## src/hdl/bedd_pkg.sv

```systemverilog
// Shared constants and types for the binary error-diffusion dither.
// No dependencies; used by every module of the block except the line store.
`timescale 1ns / 1ps

package bedd_pkg;

  // Default sizing, handed to the top-level parameters.
  localparam int MAX_WIDTH_DEFAULT  = 4096;
  localparam int ERROR_BITS_DEFAULT = 12;

  // Configuration port.
  localparam int CFG_INDEX_BITS = 8;
  localparam int CFG_DATA_BITS  = 16;
  localparam int WIDTH_BITS     = 13;
  localparam int HEIGHT_BITS    = 16;

  localparam logic [CFG_INDEX_BITS-1:0] REG_IMAGE_WIDTH  = CFG_INDEX_BITS'(0);
  localparam logic [CFG_INDEX_BITS-1:0] REG_IMAGE_HEIGHT = CFG_INDEX_BITS'(1);

  localparam logic [WIDTH_BITS-1:0]  WIDTH_RESET  = WIDTH_BITS'(640);
  localparam logic [HEIGHT_BITS-1:0] HEIGHT_RESET = HEIGHT_BITS'(480);
  localparam int                     MIN_WIDTH    = 2;

  // Pixel levels.
  localparam int PIXEL_BITS = 8;
  localparam int THRESHOLD  = 128;
  localparam int LEVEL_MAX  = 255;

  // Per-pixel raster position flags.
  typedef struct packed {
    logic first_row;
    logic end_row;
    logic end_frame;
  } pos_t;

endpackage

```

## src/hdl/bedd_position.sv

```systemverilog
// Raster position tracker: column and row counters for accepted pixels.
// Uses bedd_pkg for the position flag struct and register widths.
`timescale 1ns / 1ps

module bedd_position #(
  parameter int MAX_WIDTH = bedd_pkg::MAX_WIDTH_DEFAULT,
  localparam int COL_BITS = (MAX_WIDTH > 1) ? $clog2(MAX_WIDTH) : 1
) (
  input  logic                               clk,
  input  logic                               rst_n,
  input  logic                               advance,
  input  logic [bedd_pkg::WIDTH_BITS-1:0]    image_width,
  input  logic [bedd_pkg::HEIGHT_BITS-1:0]   image_height,
  output logic [COL_BITS-1:0]                col,
  output bedd_pkg::pos_t                     pos
);

  localparam int LW = 15;
  localparam int HW = bedd_pkg::HEIGHT_BITS + 1;

  logic [COL_BITS-1:0]              col_r, col_nxt;
  logic [bedd_pkg::HEIGHT_BITS-1:0] row_r, row_nxt;
  logic [LW-1:0]                    w_eff;
  logic [HW-1:0]                    h_eff;

  always_comb begin
    if (LW'(image_width) < LW'(bedd_pkg::MIN_WIDTH)) begin
      w_eff = LW'(bedd_pkg::MIN_WIDTH);
    end else if (LW'(image_width) > LW'(MAX_WIDTH)) begin
      w_eff = LW'(MAX_WIDTH);
    end else begin
      w_eff = LW'(image_width);
    end
    h_eff = (image_height == '0) ? HW'(1) : HW'(image_height);

    pos.first_row = (row_r == '0);
    pos.end_row   = (LW'(col_r) + LW'(1)) >= w_eff;
    pos.end_frame = pos.end_row && ((HW'(row_r) + HW'(1)) >= h_eff);

    col_nxt = col_r;
    row_nxt = row_r;
    if (advance) begin
      if (pos.end_row) begin
        col_nxt = '0;
        row_nxt = pos.end_frame ? '0 : row_r + 1'b1;
      end else begin
        col_nxt = col_r + COL_BITS'(1);
      end
    end
  end

  always_ff @(posedge clk) begin
    if (!rst_n) begin
      col_r <= '0;
      row_r <= '0;
    end else begin
      col_r <= col_nxt;
      row_r <= row_nxt;
    end
  end

  assign col = col_r;

endmodule

```

## config.mk

```make
export PLATFORM = sky130hd
export DESIGN_NAME = bedd_position
export DESIGN_NICKNAME = d
export VERILOG_FILES = /design/src/hdl/bedd_pkg.sv /design/src/hdl/bedd_position.sv
export SDC_FILE = /design/constraint.sdc
export NUM_CORES = 1
export LEC_CHECK = 0
export BUFFER_PORTS_ARGS = -buffer_cell sky130_fd_sc_hd__buf_2
export CORE_UTILIZATION = 35
export DETAILED_ROUTE_END_ITERATION = 10
export MAX_ROUTING_LAYER = met4
export PLACE_DENSITY = 0.57
export SYNTH_ARGS = -nofsm -noshare
export SYNTH_HDL_FRONTEND = slang
export SYNTH_SLANG_ARGS = --single-unit
export TNS_END_PERCENT = 5
```

## constraint.sdc

```tcl
create_clock -name clk -period 5.3 [get_ports clk]
set_input_delay 1.06 -clock clk [delete_from_list [all_inputs] [get_ports clk]]
set_output_delay 1.06 -clock clk [all_outputs]
set_load 0.01 [all_outputs]
```

# --- Yosys cells after proc, flatten, opt, wreduce, memory -nomap -nowiden ---
# Index checks and enable logic that the tools add are counted.
op_classes:
  n_reduce_logical: 4
  n_lt_le_gt_ge: 4
  addsub: 4
  muxes: 5
op_table:
  columns: ["cell", "count"]
  rows:
  - ["$logic_not 16->1", 2]
  - ["$mux 16", 2]
  - ["$mux 13", 2]
  - ["$add 16x1->17 const B", 1]
  - ["$ge 17x16->1", 1]
  - ["$add 16x1->16 const B", 1]
  - ["$ge 13x15->1", 1]
  - ["$add 12x1->13 const B", 1]
  - ["$gt 13x13->1 const B", 1]
  - ["$lt 13x2->1 const B", 1]
  - ["$add 12x1->12 const B", 1]
  - ["$mux 12", 1]
  - ["$reduce_and 2->1", 1]
  - ["$logic_and 1x1->1", 1]
totals:
  reg_bits: 28

# --- Logic depth before layout (Yosys ltp) ---
logic_depth:
  word_depth: 6
  depth_mapped: 15

# --- Least setup slack after synthesis ---
# Ideal clock, no wire load.
synth_timing:
  kind: "input -> output"
  from: "in image_width[7] (netlist name)"
  to: "out pos[0] (netlist name)"
  setup_slack_ns: 0.864
  cell_stages: 12
  t_arrival_ns: 3.376
  required_ns: 4.240
  path_cell_list: "nor4_1 -> nand3_1 -> o21ai_0 -> nand2_1 -> ha_1 -> a211o_1 -> or2_1 -> a2111oi_4 -> or2_1 -> buf_4 -> buf_2 -> nor2_1"
synth_rtl:
  columns: ["element", "line", "rtl"]
  rows:
  - ["from (decl)", "bedd_position.sv:12", "input logic [bedd_pkg::WIDTH_BITS-1:0] image_width,"]
  - ["to (decl)", "bedd_position.sv:15", "output bedd_pkg::pos_t pos"]

==> flow_metrics.py <==
metrics = {
    "final_layout": {
        "nets": 443,
        "instances_no_fill": 474,
        "antenna_cells": 0,
        "syn_to_final_growth_pct": 16.14,
        "final_layout_size_suffix_gt1_frac": 0.1534,
    },
    "sta": {
        "finalWorstSetupSlack_ps": 353.5,
        "grt_setup_unrepaired": "no",
        "maxSlewViolCount": 0,
        "period_share": 0.9333,
        "slew_headroom": 0.4830,
        "fin_worst_skew_ps": 18.84,
        "clock.fmax_mhz": 202.2,
        "worstMarginPinSlew_ps": 775.5,
        "fin_setup_tns_ps": 0,
        "holdWs_ps": 521.0,
        "finalCriticalPeriod_ps": 4946,
        "setup_violations": 0,
        "finalHoldViolations": 0,
    },
    "hold_path": {
        "hold_path_class": "flip-flop to flip-flop",
    },
    "setup_path": {
        "r2r_slack_ps": 1240,
        "cpMostUsedCell": "and3_1",
        "cpLargestDelayFamily": "simple AND/OR/NAND/NOR gates",
        "path_cells": "ha_1 > nand3_1 > nor2_1 > and3_1 > and3_1 > and3_1 > ha_1 > a211o_1 > or2_1 > a2111oi_4 > or2_1 > nor2_1 > buf_2",
        "crit_path_end_kind": "output port",
        "critPathKind": "flip-flop to output port",
        "crit_fanout": 8,
        "cpMaxStageDelayCell": "dfxtp_1",
        "cp_slowest_stage_delay_ps": 500,
        "crit_arrival_ps": 3890,
        "start_kind": "flip-flop",
        "cp.required_ps": 4240,
        "crit_buf_inv": 1,
    },
    "grt": {
        "grt_max_degree": 17,
        "grt_overflow": 0,
        "antenna_found_initial": 0,
        "grt_first_pass_wirelength_um": 10720,
        "track_usage": 0.1867,
        "grt_pass1_vias": 2180,
    },
    "floorplanning": {
        "dieArea_um2": 7587,
        "core_area_um2": 6907,
        "fp.dieH_um": 87.11,
        "start_util": 0.3670,
        "io_pins": 47,
        "die_x_um": 87.11,
        "rows": 30,
    },
    "routing": {
        "dr.pass1.iters": 4,
        "wire_per_inst_um": 14.07,
        "drt_iter0_drc": 161,
        "via_count": 2544,
        "detail-route-antenna-nets": 0,
        "drt-total-wl_um": 6667,
        "drt_drc_violations_left": 0,
        "viasPerCell": 5.367,
    },
    "place": {
        "dp_slack_ps": 493.7,
        "hpwl_um": 5337,
        "post-place-cells": 470,
        "placement.io_buffers": 46,
        "gp_congestion": 0.8048,
    },
    "clock_tree": {
        "clock-sinks": 28,
        "cts_tree": "yes",
        "cts_buffers": 3,
        "clk_latency_ps": 290,
        "hold_buffers": 0,
        "clock-root-buffer": "clkbuf_8",
        "cts_setup_buffers": 0,
        "cts.path.max_buffers": 2,
        "cts_resized": 0,
        "htreeDepth": 1,
        "clk_pin_slew_ps": 100,
    },
    "synthesis": {
        "synth.cell_area_um2": 2535,
        "synthMuxAreaShare": 0.003949,
        "synth_top_area_frac": 0.2211,
        "yosysTopAreaCell": "dfxtp_1",
        "synth_fa_ha_area_frac": 0.1579,
        "synth-xor-area-share": 0.07947,
        "ys_async_sr_fraction": 0,
        "synth_top_family_by_area": "simple AND/OR/NAND/NOR gates",
        "synth_flop_cell": "dfxtp_1",
        "syn_area_per_cell_um2": 7.567,
        "synthTopCellsByArea": "dfxtp_1 22%, ha_1 16%, nand2_1 7.4%, nand3_1 4.7%, xnor2_1 4.1%",
        "synth_edf_count": 0,
        "yosysSeqAreaShare": 0.2211,
        "syn_inst": 335,
        "ys_ff_latch": 28,
        "synthesis.nets": 399,
        "synth_simple_gate_area_frac": 0.2902,
        "yosys_warnings": 0,
        "synth.distinct_cells": 48,
        "synth_compound_area_frac": 0.1920,
    },
    "status": {
        "status": "finished, final reports clean",
    },
    "pwr": {
        "p_per_area_nw_per_um2": 190.4,
        "vdd_ir_drop_max_mv": 0.1229,
        "leakagePower_nw": 1.371,
    },
    "run": {
        "cap_violations": 0,
    },
}
final cells by class:
type | count | area, µm²
multi-input combinational | 271 | 1834
tap | 96 | 120.1
sequential | 28 | 560.5
fill | 761 | 3963
clock buffer | 3 | 41.29
clock inverter | 1 | 30.03
inverter | 24 | 90.09
timing repair buffer | 51 | 267.8
worst register-to-register path, delay by kind of cell (launching register included):
kind | cells | cell delay (ps)
AOI/OAI and AO/OA | 3 | 800
adders and majority gates | 2 | 520
buffers and inverters | 1 | 80
DFF | 1 | 500
and+or+nand+nor | 8 | 2090
sequential cells by signal, indices dropped and copies added (netlist names):
name / cells
row_r: 16
col: 12
cells in the final DEF, fill, tap and decap left out, types with 9 or more instances in the layout:
cell,synthesis,final
a21oi_1,15,15
nand2_1,50,50
nor2_1,13,13
and3_1,9,9
nor4_1,11,11
dfxtp_1,28,28
xor2_1,11,11
ha_1,32,32
buf_2,1,46
nand3_1,24,24
inv_1,22,22
xnor2_1,12,12
nor3_1,9,9
cell families after synthesis:
| family | Yosys count |
|---|---|
| AND/OR/NAND/NOR | 145 |
| AO/OA/AOI/OAI | 70 |
| buffers and inverters | 36 |
| adder cells (fa/ha/maj) | 32 |
| flip-flops | 28 |
| XOR/XNOR | 23 |
| multiplexers | 1 |
worst paths after layout:
check	cells past startpoint	end	startpoint
min reg2reg	2	col[5]	col[5]
max	13	pos[0]	col[0]
min	2	col[5]	col[5]
max reg2reg	14	col[7]	col[0]
routing by layer:
layer	track usage	up-vias	routed length, µm
met2	0.2677	40	2877
li1	-	1312	-
met1	0.2828	1186	3610
met5	-	-	0
met3	0.01422	6	126
met4	0.04024	0	53
per-stage QoR:
stage / power, mW / instance area (µm²) / util
CTS: 0.5614 / 2944 / 0.4263
floorplan: 0.3366 / 2535 / -
global placement: 0.3801 / 2873 / 0.4159
finish: 0.5605 / 2944 / 0.4263
detailed placement: 0.3871 / 2873 / 0.4159
global route: 0.5940 / 2944 / 0.4263
cell usage after synthesis (4+ instances only):
library cell / instances
nand4b_1: 5
nand3_1: 24
ha_1: 32
nor4_1: 11
inv_1: 22
a22o_1: 6
nor2_1: 13
o31ai_1: 6
o22ai_1: 7
o21ai_0: 7
nand2_1: 50
xnor2_1: 12
xor2_1: 11
clkbuf_1: 10
a31oi_1: 7
nand4_1: 5
dfxtp_1: 28
nand2b_1: 4
a21oi_1: 15
and3_1: 9
nor3_1: 9
nand3b_1: 5
power breakdown:
group / total (mW) / internal [mW] / switching [mW]
logic: 0.146 / 0.0640 / 0.0822
registers: 0.237 / 0.220 / 0.0165
clock network: 0.178 / 0.101 / 0.0764
total: 0.560 / 0.385 / 0.175
Power figures use the tool's default switching activity.
