==> src/hdl/bedd_pkg.sv <==
// Shared constants and types for the binary error-diffusion dither.
// No dependencies; used by every module of the block except the line store.
`timescale 1ns / 1ps

package bedd_pkg;

  // Default sizing, handed to the top-level parameters.
  localparam int MAX_WIDTH_DEFAULT  = 4096;
  localparam int ERROR_BITS_DEFAULT = 12;

  // Configuration port.
  localparam int CFG_INDEX_BITS = 8;
  localparam int CFG_DATA_BITS  = 16;
  localparam int WIDTH_BITS     = 13;
  localparam int HEIGHT_BITS    = 16;

  localparam logic [CFG_INDEX_BITS-1:0] REG_IMAGE_WIDTH  = CFG_INDEX_BITS'(0);
  localparam logic [CFG_INDEX_BITS-1:0] REG_IMAGE_HEIGHT = CFG_INDEX_BITS'(1);

  localparam logic [WIDTH_BITS-1:0]  WIDTH_RESET  = WIDTH_BITS'(640);
  localparam logic [HEIGHT_BITS-1:0] HEIGHT_RESET = HEIGHT_BITS'(480);
  localparam int                     MIN_WIDTH    = 2;

  // Pixel levels.
  localparam int PIXEL_BITS = 8;
  localparam int THRESHOLD  = 128;
  localparam int LEVEL_MAX  = 255;

  // Per-pixel raster position flags.
  typedef struct packed {
    logic first_row;
    logic end_row;
    logic end_frame;
  } pos_t;

endpackage

==> src/hdl/bedd_diffuse.sv <==
// Threshold and Floyd-Steinberg error spreading for one pixel per cycle while advance is high.
// Holds the right carry and the two partial sums for the next row, and
// drives the line-store writes. Uses bedd_pkg for pixel constants and flags.
`timescale 1ns / 1ps

module bedd_diffuse #(
  parameter int MAX_WIDTH = bedd_pkg::MAX_WIDTH_DEFAULT,
  parameter int ERROR_BITS = bedd_pkg::ERROR_BITS_DEFAULT,
  localparam int COL_BITS = (MAX_WIDTH > 1) ? $clog2(MAX_WIDTH) : 1
) (
  input  logic                                clk,
  input  logic                                rst_n,
  input  logic                                advance,
  input  logic [bedd_pkg::PIXEL_BITS-1:0]     gray,
  input  logic signed [ERROR_BITS-1:0]        acc,
  input  logic [COL_BITS-1:0]                 col,
  input  bedd_pkg::pos_t                      pos,
  output logic [bedd_pkg::PIXEL_BITS-1:0]     level,
  output logic                                wr_en,
  output logic [COL_BITS-1:0]                 wr_addr,
  output logic signed [ERROR_BITS-1:0]        wr_data
);

  localparam int SW = ERROR_BITS + 6;
  localparam logic signed [SW-1:0] ERR_HI = SW'((1 << (ERROR_BITS - 1)) - 1);
  localparam logic signed [SW-1:0] ERR_LO = -ERR_HI - SW'(1);
  localparam logic signed [SW-1:0] THRESH = SW'(bedd_pkg::THRESHOLD);
  localparam logic signed [SW-1:0] LVL_HI = SW'(bedd_pkg::LEVEL_MAX);

  function automatic logic signed [ERROR_BITS-1:0] sat_err(input logic signed [SW-1:0] v);
    logic signed [SW-1:0] c;
    c = v;
    if (v > ERR_HI) begin
      c = ERR_HI;
    end else if (v < ERR_LO) begin
      c = ERR_LO;
    end
    return c[ERROR_BITS-1:0];
  endfunction

  logic signed [ERROR_BITS-1:0] right_carry_r, right_carry_nxt;
  logic signed [ERROR_BITS-1:0] below_r, below_nxt;
  logic signed [ERROR_BITS-1:0] below_right_r, below_right_nxt;
  logic                         pend_v_r, pend_v_nxt;
  logic [COL_BITS-1:0]          pend_addr_r;
  logic signed [ERROR_BITS-1:0] pend_data_r;

  logic signed [SW-1:0]         sum, err, t7, t3, t5, t1;
  logic                         hi;
  logic signed [ERROR_BITS-1:0] below_left_val, below_val, below_right_val;

  always_comb begin
    sum = SW'($signed({1'b0, gray})) + SW'(acc) + SW'(right_carry_r);
    hi  = (sum >= THRESH);
    err = hi ? (sum - LVL_HI) : sum;
    // weights 7, 3, 5, 1 as shift-and-add, each floored by 16
    t7 = ((err <<< 3) - err) >>> 4;
    t3 = ((err <<< 1) + err) >>> 4;
    t5 = ((err <<< 2) + err) >>> 4;
    t1 = err >>> 4;

    below_left_val  = sat_err(SW'(below_r) + t3);
    below_val       = sat_err(SW'(below_right_r) + t5);
    below_right_val = sat_err(t1);

    level = hi ? bedd_pkg::PIXEL_BITS'(bedd_pkg::LEVEL_MAX) : '0;

    right_carry_nxt = right_carry_r;
    below_nxt       = below_r;
    below_right_nxt = below_right_r;
    pend_v_nxt      = 1'b0;
    if (advance) begin
      if (pos.end_row) begin
        // clear the row carries; the last column's write goes next cycle
        right_carry_nxt = '0;
        below_nxt       = '0;
        below_right_nxt = '0;
        pend_v_nxt      = 1'b1;
      end else begin
        right_carry_nxt = sat_err(t7);
        below_nxt       = below_val;
        below_right_nxt = below_right_val;
      end
    end

    // the pixel after a row end is column zero and never writes
    if (pend_v_r) begin
      wr_en   = 1'b1;
      wr_addr = pend_addr_r;
      wr_data = pend_data_r;
    end else begin
      wr_en   = advance && (col != '0);
      wr_addr = col - COL_BITS'(1);
      wr_data = below_left_val;
    end
  end

  always_ff @(posedge clk) begin
    if (!rst_n) begin
      right_carry_r <= '0;
      below_r       <= '0;
      below_right_r <= '0;
      pend_v_r      <= 1'b0;
    end else begin
      right_carry_r <= right_carry_nxt;
      below_r       <= below_nxt;
      below_right_r <= below_right_nxt;
      pend_v_r      <= pend_v_nxt;
    end
  end

  always_ff @(posedge clk) begin
    if (advance && pos.end_row) begin
      pend_addr_r <= col;
      pend_data_r <= below_val;
    end
  end

endmodule

==> config.mk <==
export PLATFORM = sky130hd
export DESIGN_NAME = bedd_diffuse
export DESIGN_NICKNAME = d
export VERILOG_FILES = /design/src/hdl/bedd_pkg.sv /design/src/hdl/bedd_diffuse.sv
export SDC_FILE = /design/constraint.sdc
export NUM_CORES = 1
export LEC_CHECK = 0
export CELL_PAD_IN_SITES_DETAIL_PLACEMENT = 1
export CELL_PAD_IN_SITES_GLOBAL_PLACEMENT = 2
export CORE_MARGIN = 10
export CORE_UTILIZATION = 42
export CTS_CLUSTER_DIAMETER = 60
export CTS_CLUSTER_SIZE = 16
export DETAILED_ROUTE_END_ITERATION = 12
export DONT_BUFFER_PORTS = 1
export GPL_ROUTABILITY_DRIVEN = 0
export MAX_ROUTING_LAYER = met4
export PLACE_DENSITY = 0.93
export SETUP_SLACK_MARGIN = 0.4
export SLEW_MARGIN = 10
export SYNTH_ARGS = -nofsm -noshare
export SYNTH_HDL_FRONTEND = slang
export SYNTH_SLANG_ARGS = --single-unit
export TNS_END_PERCENT = 50
==> constraint.sdc <==
create_clock -name clk -period 28.3 [get_ports clk]
set_clock_uncertainty 0.1 [all_clocks]
set_input_delay 4.245 -clock clk [delete_from_list [all_inputs] [get_ports clk]]
set_output_delay 4.245 -clock clk [all_outputs]
set_load 0.005 [all_outputs]
Word level (Yosys, flattened, before mapping)
Cells that the tools add are included.
{"block": "totals", "regBits": 61, "input_bits": 38, "output_inout_bits": 33, "wordCells": 45}
{"block": "classes", "n_addsub": 9, "magnitude_cmp": 9, "muxes": 17, "n_reduce_logical": 4}
{"cell": "12-bit 2-to-1 mux", "n": 13}
{"cell": "18-bit adder", "n": 2}
{"cell": "12-bit by 14-bit adder with 15-bit output", "n": 2}
{"cell": "15-bit by 12-bit greater-than comparator with 1-bit output, second input constant", "n": 2}
{"cell": "15-bit by 12-bit < comparator with 1-bit output, second input constant", "n": 2}
{"cell": "14-bit by 12-bit greater-than comparator with 1-bit output, second input constant", "n": 2}
{"cell": "14-bit by 12-bit < comparator with 1-bit output, second input constant", "n": 2}
{"cell": "18-bit 2-to-1 mux", "n": 1}
{"cell": "18-bit subtractor", "n": 1}
{"cell": "14-bit by 9-bit subtractor with 15-bit output, second input constant", "n": 1}
{"cell": "13-bit by 12-bit adder with 14-bit output", "n": 1}
{"cell": "14-bit by 9-bit greater-or-equal comparator with 1-bit output, second input constant", "n": 1}
{"cell": "9-bit by 12-bit adder with 13-bit output", "n": 1}
{"cell": "12-bit nonzero test", "n": 1}
{"cell": "12-bit by 1-bit subtractor with 12-bit output, second input constant", "n": 1}
{"cell": "8-bit 2-to-1 mux", "n": 1}
{"cell": "1-bit logical AND", "n": 2}
{"cell": "1-bit 2-to-1 mux", "n": 2}
{"cell": "2-bit AND reduction", "n": 1}

Logic depth before layout (Yosys ltp)
Gate-level depths: netlist (run 1).
{"block": "logic_depth", "ltp_word": 10, "mapped_depth": 40}

Worst setup path before layout (run 1)
No wires, ideal clock.
{"block": "synth_timing", "path_kind": "input to output", "startpoint": "in gray[1] (netlist bit)", "endpoint": "out wr_data[10]", "t_arrival_ns": 11.609, "required_ns": 23.955, "slack_ns": 12.346, "path_stages": 38, "path_cell_list": "inv_1 > fa_1 > inv_1 > ha_1 > fa_1 > a21o_1 > a22oi_1 > a21boi_0 > xor2_1 > or4_1 > buf_2 > o211ai_2 > xor2_2 > inv_2 > buf_2 > ha_1 > a31o_2 > a21oi_1 > [2 not listed] > o41ai_1 > xnor2_1 > ha_1 > o21ai_0 > a21boi_0 > o21ai_0 > a21boi_0 > o21ai_0 > a21boi_0 > o21ai_0 > a21boi_0 > o21ai_0 > nor2b_1 > nor2b_1 > o21bai_1 > and3b_1 > clkbuf_1 > a221o_1"}
{"block": "synth_between", "elab_chain_len": 10}
{"item": "start, declared", "line": "bedd_diffuse.sv:14", "rtl": "input logic [bedd_pkg::PIXEL_BITS-1:0] gray,"}
{"item": "9-bit by 12-bit adder with 13-bit output (*)", "line": "bedd_diffuse.sv:53", "rtl": "sum = SW'($signed({1'b0, gray})) + SW'(acc) + SW'(right_carry_r);"}
{"item": "13-bit by 12-bit adder with 14-bit output (*)", "line": "bedd_diffuse.sv:53"}
{"item": "14-bit by 9-bit subtractor with 15-bit output / 14-bit by 9-bit greater-or-equal comparator with 1-bit output (equally long branches)", "line": "bedd_diffuse.sv:55, bedd_diffuse.sv:54"}
{"item": "18-bit 2-to-1 mux (*)", "line": "bedd_diffuse.sv:55", "rtl": "err = hi ? (sum - LVL_HI) : sum;"}
{"item": "18-bit adder (*)", "line": "bedd_diffuse.sv:58", "rtl": "t3 = ((err <<< 1) + err) >>> 4;"}
{"item": "12-bit by 14-bit adder with 15-bit output (*)", "line": "bedd_diffuse.sv:62", "rtl": "below_left_val = sat_err(SW'(below_r) + t3);"}
{"item": "15-bit by 12-bit < comparator with 1-bit output", "line": "bedd_diffuse.sv:35", "rtl": "end else if (v < ERR_LO) begin"}
{"item": "12-bit 2-to-1 mux", "line": "bedd_diffuse.sv:35"}
{"item": "12-bit 2-to-1 mux (*)", "line": "bedd_diffuse.sv:33", "rtl": "if (v > ERR_HI) begin"}
{"item": "12-bit 2-to-1 mux (*)", "line": "bedd_diffuse.sv:87", "rtl": "if (pend_v_r) begin"}
{"item": "end, declared", "line": "bedd_diffuse.sv:21", "rtl": "output logic signed [ERROR_BITS-1:0] wr_data"}
Every way passes the cells marked *; elsewhere a longest branch is shown, timed or not.

Final worst setup path (run 1)
{"block": "layout_timing", "startpoint": "in gray[1] (netlist bit)", "endpoint": "out wr_data[0]"}
Same word-level chain as after synthesis.

==> results of run 1 <==
-- cell usage in the layout, fill, tap and decap left out, types with 22 or more instances in the layout --
| master | n |
|---|---|
| o21ai_0 | 82 |
| inv_1 | 79 |
| ha_1 | 72 |
| a21oi_1 | 67 |
| xnor2_1 | 66 |
| nand2_1 | 52 |
| nor2_1 | 51 |
| dfxtp_1 | 36 |
| edfxtp_1 | 24 |
| nand3_1 | 22 |
-- sequential cells by signal, summed over array words and instances (netlist names) --
name,cells
pend_data_r,12
pend_addr_r,12
pend_v_r,1
below_r,12
below_right_r,11
right_carry_r,12
-- logic make-up (layout without fill, tap and decap cells) --
family,Yosys count,in the layout,synth area share
XOR/XNOR,85,85,0.1063
flip-flops,60,60,0.2017
buffers and inverters,128,103,0.07300
multiplexers,7,7,0.01033
adder cells (fa/ha/maj),87,87,0.1626
AO/OA/AOI/OAI,287,287,0.2652
AND/OR/NAND/NOR,244,244,0.1808
-- cells in the mapped netlist, types with 5 or more instances --
| cell type | count |
|---|---|
| nor2_1 | 51 |
| a21oi_1 | 67 |
| inv_1 | 79 |
| dfxtp_1 | 36 |
| ha_1 | 72 |
| o22ai_1 | 10 |
| buf_4 | 8 |
| o21ai_0 | 82 |
| and3_1 | 19 |
| nand2_1 | 52 |
| a211oi_1 | 7 |
| a21o_1 | 19 |
| nor2b_1 | 19 |
| o221ai_1 | 9 |
| nor3b_1 | 5 |
| nand2b_1 | 17 |
| a31oi_1 | 9 |
| o31ai_1 | 6 |
| nor4_1 | 5 |
| nand3_1 | 22 |
| edfxtp_1 | 24 |
| a21boi_0 | 6 |
| o21a_1 | 5 |
| a221o_1 | 11 |
| and2_1 | 14 |
| clkbuf_1 | 31 |
| xor2_1 | 17 |
| xnor2_1 | 66 |
| nor3_1 | 14 |
| fa_1 | 11 |
-- routing by layer --
metal  GRT usage  routed length (um)  part of all wire  vias to the layer above
met5           -                   0                 0                        -
met1      0.2357                9462              0.47                     3136
met3     0.02611                 657             0.033                       18
li1            -                   -                 -                     3167
met4     0.04665                 238             0.012                        0
met2      0.3036                9650              0.48                       65
-- area by class of cell --
cell class,count,area share
multi-input combinational,710,0.6873
sequential,60,0.1911
inverter,83,0.04131
tap,220,0.03650
clock buffer,9,0.02986
clock inverter,7,0.009954
timing repair buffer,4,0.003981
-- path summary, 6_finish.rpt --
check / end / slack, ps / cells after the start / startpoint
max: wr_data[0] / 10340 / 36 / gray[1]
max reg2reg: below_r[1] / 18810 / 33 / right_carry_r[1]
min: below_r[0] / 370 / 2 / below_r[0]
min reg2reg: below_r[0] / 370 / 2 / below_r[0]
-- through the flow --
stage          area, sq um  utilization  instances  hold WS, ps
2_1_floorplan         7147            -        898        331.5
3_3_place_gp          7242       0.4352       1077        350.0
3_5_place_dp          7242       0.4352       1077        353.9
4_1_cts               7542       0.4532       1093        371.4
5_1_grt               7542       0.4532       1093        414.2
6_report              7542       0.4532       1093        369.1
-- tightest hold or removal path: stages, from the launching register on --
cell and delay, ps:
dfxtp_1 330, nand2_1 50, o21ai_0 60
==> key figures, run 1 <==
Final layout
  • # nets final: slightly below 1000
  • Antenna diodes: 0
  • Reg area: approximately 1400 sq um
  • Area of the multi-input gates: between 5000 and 6000 sq um
  • FILL cells: between 2000 and 2500
  • Syn-to-layout area delta: 5.532%
  • Fraction of layout cells with a size suffix above 1: 0.06415

Die
  • Placeable Area: about 17000 sq um
  • # rows: 47
  • Die height: between 150 and 200 um
  • Die width: roughly 150 um
  • Initial Util: 0.4294
  • DIE AREA: about 23000 sq um
  • I/O Pins: just over 70

Clock network
  • CTS tree: built
  • Setup Fix Bufs, Post-CTS: 0
  • Post-CTS sizing: 0
  • Hold buffers post-CTS: 0
  • Worst-Skew Late Latency: approximately 350 ps
  • Clock root buffer: clkbuf_16
  • CTS Sinks: 60
  • CTS clk-pin slew, worst paths: 60 ps
  • Cts bufs inserted: 9
  • Clock Path Buffers: 2
  • H-tree depth: 3

Yosys
  • Syn Nets: between 1000 and 1500
  • Synth top area cells: ha_1 (13%), dfxtp_1 (10%), edfxtp_1 (10%)
  • Synth warnings: 0
  • Synth top area share: 0.1261
  • Synth Register Bits: 60
  • Syn Area/Cell: around 8.0 sq um
  • Cell area after synthesis: around 7100 sq um
  • Ys async rst share: 0
  • Cells after Synth: around 900
  • Area leader, netlist: ha_1
  • Synth Flop Type: dfxtp_1
  • Post-synthesis sequential area ratio: 0.2017
  • EDFF count, synth: 24
  • Yosys cell types: 86

Worst setup path
  • CP most frequent cell: o21ai_0
  • Arr. time, crit path: 13610 ps
  • Critical path buffer and inverter count: 4
  • CP max FO: 12
  • CP max stage delay: around 750 ps
  • WP data required: around 24000 ps
  • Worst setup SP type: input pin
  • CP Class: in2out
  • Critical Path Sink Type: output pin
  • Family with the most delay on the worst path: compound AO/OA/AOI/OAI gates
  • Slowest library cell on the worst path: o21ai_1

Global route
  • Antenna violations before repair: 0
  • First-pass GRT wire length: ~33 mm
  • Number of global-route vias before repair: between 6000 and 7000
  • Largest net degree at the start of global routing: 40
  • GRT overflow: 0
  • Total Routing Usage GR: 0.1854

STA
  • Fin crit period: approximately 18000 ps
  • TNS Setup: 0 ps
  • Slew Limit Fails: 0
  • Slew at the pin closest to its max-slew limit: 1133 ps
  • Relative slew slack: 0.2444
  • RSZ-0062 raised after global routing: no
  • F_max: 55.69 MHz
  • Final Cycle Share: 0.6345
  • Final hold vios: 0
  • # setup viols final: 0
  • Setup WS post-layout: 10340 ps

Job
  • Max cap viols: 0

Detailed routing
  • Post-DRT Antenna Nets: 0
  • 1st-iter DRT viols: 276
  • DRT Wirelength: 20.01 mm
  • DR vias: 6386
  • Routed WL per cell: between 15 and 20 um
  • Vias per std cell: roughly 5.8
  • Residual DRC: 0
  • DR pass1 iterations: 4

Placement
  • Port bufs: 0
  • Detailed Place HPWL: around 15 mm
  • Dpl ws: 10450 ps

Run status
  • Status: completed

Hold path
  • Worst min-delay path class: reg2reg
Power of run 1 is left out: the tool's default activity adds up to more than one toggle a clock period on the data nets, which glitch-free logic cannot reach.
==> inputs of run 2 (changes only) <==
Settings changed: CORE_UTILIZATION 42 to 39, PLACE_DENSITY 0.93 to 0.88.
Clock period 28.3 ns to 17.1 ns, I/O delays scaled along.
==> run 2 against run 1 <==
Net effect:
- global-route usage shrank 1.5 points
- flip-flop and latch count stayed put
- wire length fell by 0.13%
- setup slack lost 7800 ps
- first-iteration DRC count increased by 20%
- count of clock-buffer cells in the layout up 1
- final cell count is 0.91% higher
- non-clock buffer count is 1 higher
- core utilization is 3.4 points lower
- design area increased by 0.15%
- highest routed layer unchanged
==> key figures, run 2 (synthesis gave the netlist of run 1 again) <==
Run status
  • Status: completed

Clock network
  • H-tree depth: 3 (unchanged)
  • Clock Path Buffers: 2 (unchanged)
  • Setup Fix Bufs, Post-CTS: 0 (unchanged)
  • Worst-Skew Late Latency: 350 ps (about the same)
  • CTS Sinks: 60 (unchanged)
  • Cts bufs inserted: 9 (unchanged)
  • CTS tree: built
  • Clock root buffer: clkbuf_16
  • Hold buffers post-CTS: 0 (unchanged)
  • CTS clk-pin slew, worst paths: 50 ps (about the same)
  • Post-CTS sizing: 0 (unchanged)

Worst setup path
  • Worst setup SP type: input pin
  • CP most frequent cell: o21ai_0
  • WP data required: 14440 ps (-9510 ps)
  • CP max stage delay: 750 ps (about the same)
  • Slowest library cell on the worst path: or4_1
  • CP max FO: 12 (unchanged)
  • CP Class: in2out
  • Arr. time, crit path: 11920 ps (-1690 ps)
  • Critical Path Sink Type: output pin

Detailed routing
  • Post-DRT Antenna Nets: 0 (unchanged)
  • DRT Wirelength: 19.98 mm (-0.13%)
  • DR pass1 iterations: 4 (unchanged)
  • 1st-iter DRT viols: 331 (+20%)
  • DR vias: 6359 (-0.42%)
  • Routed WL per cell: 18.12 um (-1.0%)
  • Vias per std cell: 5.765 (-1.3%)
  • Residual DRC: 0 (unchanged)

Hold path
  • Worst min-delay path class: reg2reg

STA
  • Setup WS post-layout: 2512 ps (-7833 ps)
  • RSZ-0062 raised after global routing: no
  • Fin crit period: around 15000 ps
  • Slew Limit Fails: 0 (unchanged)
  • Final hold vios: 0 (unchanged)
  • TNS Setup: 0 ps (unchanged)
  • Relative slew slack: 0.2234 (-0.02103)
  • # setup viols final: 0 (unchanged)
  • Slew at the pin closest to its max-slew limit: 1165 ps (+31.54 ps)
  • F_max: roughly 69 MHz
  • Final Cycle Share: 0.8531

Final layout
  • FILL cells: 2245 (+9.7%)
  • Most frequent cells in the layout: o21ai_0 (82), inv_1 (79), ha_1 (72)
  • Most common cell after layout, fill and taps aside: o21ai_0
  • Fraction of layout cells with a size suffix above 1: 0.06407 (-0.00007339)
  • # nets final: 990 (+0.10%)
  • Non-Filler Instances: 1103 (+0.91%)
  • Syn-to-layout area delta: 5.690%
  • Antenna diodes: 0 (unchanged)

Placement
  • Detailed Place HPWL: 15.45 mm (+0.10%)
  • Dpl ws: 2554 ps (-7898 ps)
  • Dpl cells: 1087 (+0.93%)
  • Port bufs: 0 (unchanged)

Die
  • I/O Pins: 71 (unchanged)
  • Initial Util: 0.3965 (-0.03294)
  • Die height: 155.4 um (+3.3%)
  • DIE AREA: 24140 sq um (+6.7%)
  • Die width: 155.4 um (+3.3%)
  • # rows: 49 (+4.3%)
  • Placeable Area: 18020 sq um (+8.3%)

Global route
  • Total Routing Usage GR: 0.1701 (-0.01530)
  • Number of global-route vias before repair: 6549 (+1.3%)
  • Antenna violations before repair: 0 (unchanged)
  • GRT overflow: 0 (unchanged)
  • Largest net degree at the start of global routing: 40 (unchanged)
  • First-pass GRT wire length: 33.58 mm (+0.48%)

Job
  • Max cap viols: 0 (unchanged)
## run 2: cell types whose count changed in the layout (fill, tap and decap cells not counted), sizes merged
cell / change
buf: +1
clkinvlp: +2
clkbuf: +1
clkinv: -3
## run 2: path summary, 6_finish.rpt
| kind | startpoint | endpoint | slack [ps] | cells after the start |
|---|---|---|---|---|
| setup / recovery | gray[1] | wr_data[0] | 2510 | 36 |
| hold / removal | below_r[0] | below_r[0] | 380 | 2 |
| setup reg to reg | right_carry_r[1] | below_r[2] | 7530 | 33 |
| hold reg to reg | below_r[0] | below_r[0] | 380 | 2 |
## run 2: critical path, delay by kind of cell
| kind | cells | cell delay (ps) |
|---|---|---|
| fa+ha+maj | 6 | 2180 |
| compound gates | 20 | 4850 |
| simple gates | 4 | 1630 |
| buf+inv | 4 | 160 |
| xor+xnor | 2 | 520 |
## run 2: metal layers
layer / part of all wire / routed length (um) / up-vias / GRT usage
met5: 0 / 0 / - / -
met4: 0.019 / 373 / 0 / 0.05437
met3: 0.033 / 666 / 21 / 0.02288
met2: 0.47 / 9487 / 87 / 0.2766
met1: 0.47 / 9456 / 3076 / 0.2142
li1: - / - / 3175 / -
## run 2: through the flow
stage	hold slack, ps	cell area, sq um	utilization
final	376.2	7553	0.4191
after global routing	405.4	7553	0.4191
after CTS	380.7	7553	0.4191
after detailed placement	364.5	7261	0.4028
after global placement	350.3	7261	0.4028
after floorplan	331.5	7147	-
## run 2: final cells by class
type / instances / area [sq um] / share of cell area
multi-input cells: 710 / 5184 / 0.6863
inverters: 83 / 311.5 / 0.04125
repair buffers: 5 / 37.54 / 0.004969
flip-flops and latches: 60 / 1441 / 0.1908
clock buffers: 10 / 229.0 / 0.03031
clock inverters: 6 / 63.81 / 0.008448
well taps: 229 / 286.5 / 0.03793
Power of run 2 is left out for the same reason.
==> inputs of run 3 (changes only) <==
Settings changed: ABC_AREA from default to 1, CORE_UTILIZATION 39 to 36.
==> run 3 against run 2 <==
Net effect:
- die area rose by 12%
- setup slack improved by 1700 ps
- flip-flop and latch count did not move
- register-to-register slack gained 990 ps
- final cell count grew 30%
- via count up 15%
- global-route usage is 0.42 points higher
- sequential share of layout area decreased by 1.1 points
- critical path depth rose by 9
- synthesized cell count increased by 30%
- first-iteration DRC count grew 17%
- core utilization decreased by 2.7 points
- highest routed layer unchanged
==> key figures, run 3 <==
Yosys
  • Ys async rst share: 0 (unchanged)
  • EDFF count, synth: 24 (unchanged)
  • Synth warnings: 0 (unchanged)
  • Cells after Synth: 1168 (+30%)
  • Post-synthesis sequential area ratio: 0.1911 (-0.01054)
  • Cell area after synthesis: 7541 sq um (+5.5%)
  • Syn Nets: 1289 (+26%)
  • Synth Flop Type: dfxtp_1
  • Synth Register Bits: 60 (unchanged)
  • Area leader, netlist: nand2_1
  • Commonest cells post-synth: nand2_1 (336), inv_1 (147), a21oi_1 (103)
  • Yosys cell types: 49 (-43%)
  • Top-count cell post-synth: nand2_1
  • Synth top area cells: nand2_1 (17%), ha_1 (12%), dfxtp_1 (9.6%)
  • Syn Area/Cell: 6.456 sq um (-19%)
  • Synth top area share: 0.1672 (+0.04120)

STA
  • Relative slew slack: 0.2563 (+0.03294)
  • TNS Setup: 0 ps (unchanged)
  • Slew at the pin closest to its max-slew limit: 1104 ps (-61.08 ps)
  • F_max: 77.43 MHz (+13%)
  • Fin crit period: 12910 ps (-1674 ps)
  • Final Cycle Share: 0.7552 (-0.09790)
  • WHS: 366.8 ps (-9.415 ps)
  • Final hold vios: 0 (unchanged)
  • # setup viols final: 0 (unchanged)
  • RSZ-0062 raised after global routing: no
  • Slew Limit Fails: 0 (unchanged)

Worst setup path
  • Worst Setup SP: gray[1]
  • CP max FO: 19 (+7)
  • CP max stage delay: 610 ps (-140 ps)
  • CP Class: in2out
  • Slowest library cell on the worst path: nor2_1
  • CP most frequent cell: nand2_1
  • R2R depth: 40 (+21%)
  • Critical Path Sink Type: output pin
  • Worst r2r src: right_carry_r[1]
  • Arr. time, crit path: 10250 ps (-1670 ps)
  • WP data required: 14440 ps (about the same)
  • Worst setup SP type: input pin

Final layout
  • Most common cell after layout, fill and taps aside: nand2_1
  • Fraction of layout cells with a size suffix above 1: 0.08448 (+0.02041)
  • Antenna diodes: 0 (unchanged)
  • # nets final: 1276 (+29%)
  • Syn-to-layout area delta: 6.255%
  • Most frequent cells in the layout: nand2_1 (336), inv_1 (147), a21oi_1 (103)

Hold path
  • Worst min-delay path class: reg2reg
  • Hold Path Depth: 2 (unchanged)
  • Hold path startpoint: right_carry_r[1]

Clock network
  • Worst-Skew Late Latency: 360 ps (about the same)
  • Clock root buffer: clkbuf_16
  • Post-CTS sizing: 0 (unchanged)
  • Clock Path Buffers: 2 (unchanged)
  • H-tree depth: 3 (unchanged)
  • Hold buffers post-CTS: 0 (unchanged)
  • CTS tree: built
  • CTS Sinks: 60 (unchanged)
  • Setup Fix Bufs, Post-CTS: 0 (unchanged)
  • CTS clk-pin slew, worst paths: 60 ps (about the same)
  • Cts bufs inserted: 9 (unchanged)

Die
  • Placeable Area: 20430 sq um (+13%)
  • I/O Pins: 71 (unchanged)
  • Die height: 164.7 um (+6.0%)
  • Die width: 164.7 um (+6.0%)
  • Initial Util: 0.3691 (-0.02738)
  • DIE AREA: 27140 sq um (+12%)
  • # rows: 52 (+6.1%)

Detailed routing
  • 1st-iter DRT viols: 388 (+17%)
  • DRT Wirelength: 22.71 mm (+14%)
  • DR vias: 7311 (+15%)
  • Vias per std cell: 5.113 (-11%)
  • Routed WL per cell: 15.88 um (-12%)
  • DR pass1 iterations: 5 (+1)
  • Residual DRC: 0 (unchanged)
  • Post-DRT Antenna Nets: 0 (unchanged)

Run status
  • Status: completed

Job
  • Max cap viols: 0 (unchanged)

Global route
  • GRT overflow: 0 (unchanged)
  • Largest net degree at the start of global routing: 38 (-5.0%)
  • Antenna violations before repair: 0 (unchanged)
  • First-pass GRT wire length: 37.60 mm (+12%)
  • Number of global-route vias before repair: 7388 (+13%)
  • Total Routing Usage GR: 0.1744 (+0.004240)

Placement
  • Detailed Place HPWL: 18.00 mm (+17%)
  • Port bufs: 0 (unchanged)
[run 3: cell families (layout without fill, tap and decap cells)]
kind of cell	Yosys count	after routing	synth area share
fa+ha+maj	83	83	0.1487
simple gates	589	589	0.3508
flops	60	60	0.1911
compound gates	192	192	0.1414
buf+inv	187	179	0.1019
xor+xnor	57	57	0.06620
[run 3: layout make-up]
class | count | area [sq um]
inverters | 158 | 593.1
repair buffers | 5 | 37.54
fillers | 2741 | 12420
flip-flops and latches | 60 | 1441
clock buffers | 10 | 229.0
clock inverters | 6 | 40.04
well taps | 270 | 337.8
multi-input cells | 921 | 5334
[run 3: worst paths after layout]
check	end	slack, ps
hold / removal	right_carry_r[1]	370
setup reg to reg	pend_data_r[9]	8520
hold reg to reg	right_carry_r[1]	370
setup / recovery	wr_data[7]	4190
[run 3: worst max-delay path, delay by kind of cell]
kind	cells	cell delay [ps]
and+or+nand+nor	23	3050
AOI/OAI and AO/OA	12	2330
adders and majority gates	5	1890
buffers and inverters	4	200
xor gates and xnor gates	1	180
[run 3: through the flow]
| stage | worst slack [ps] | util | std cells | instance area [sq um] |
|---|---|---|---|---|
| 2_1_floorplan | 5937 | - | 1168 | 7541 |
| 3_3_place_gp | 4316 | 0.3790 | 1414 | 7744 |
| 3_5_place_dp | 4252 | 0.3790 | 1414 | 7744 |
| 4_1_cts | 4177 | 0.3922 | 1430 | 8013 |
| 5_1_grt | 3448 | 0.3922 | 1430 | 8013 |
| 6_report | 4186 | 0.3922 | 1430 | 8013 |
[run 3: layer usage]
metal | routed length [um] | track usage | vias up
met2 | 10240 | 0.2784 | 69
met3 | 742 | 0.02514 | 19
met4 | 245 | 0.04267 | 0
met1 | 11480 | 0.2278 | 3466
met5 | 0 | - | -
li1 | - | - | 3757
Power of run 3 is left out for the same reason.
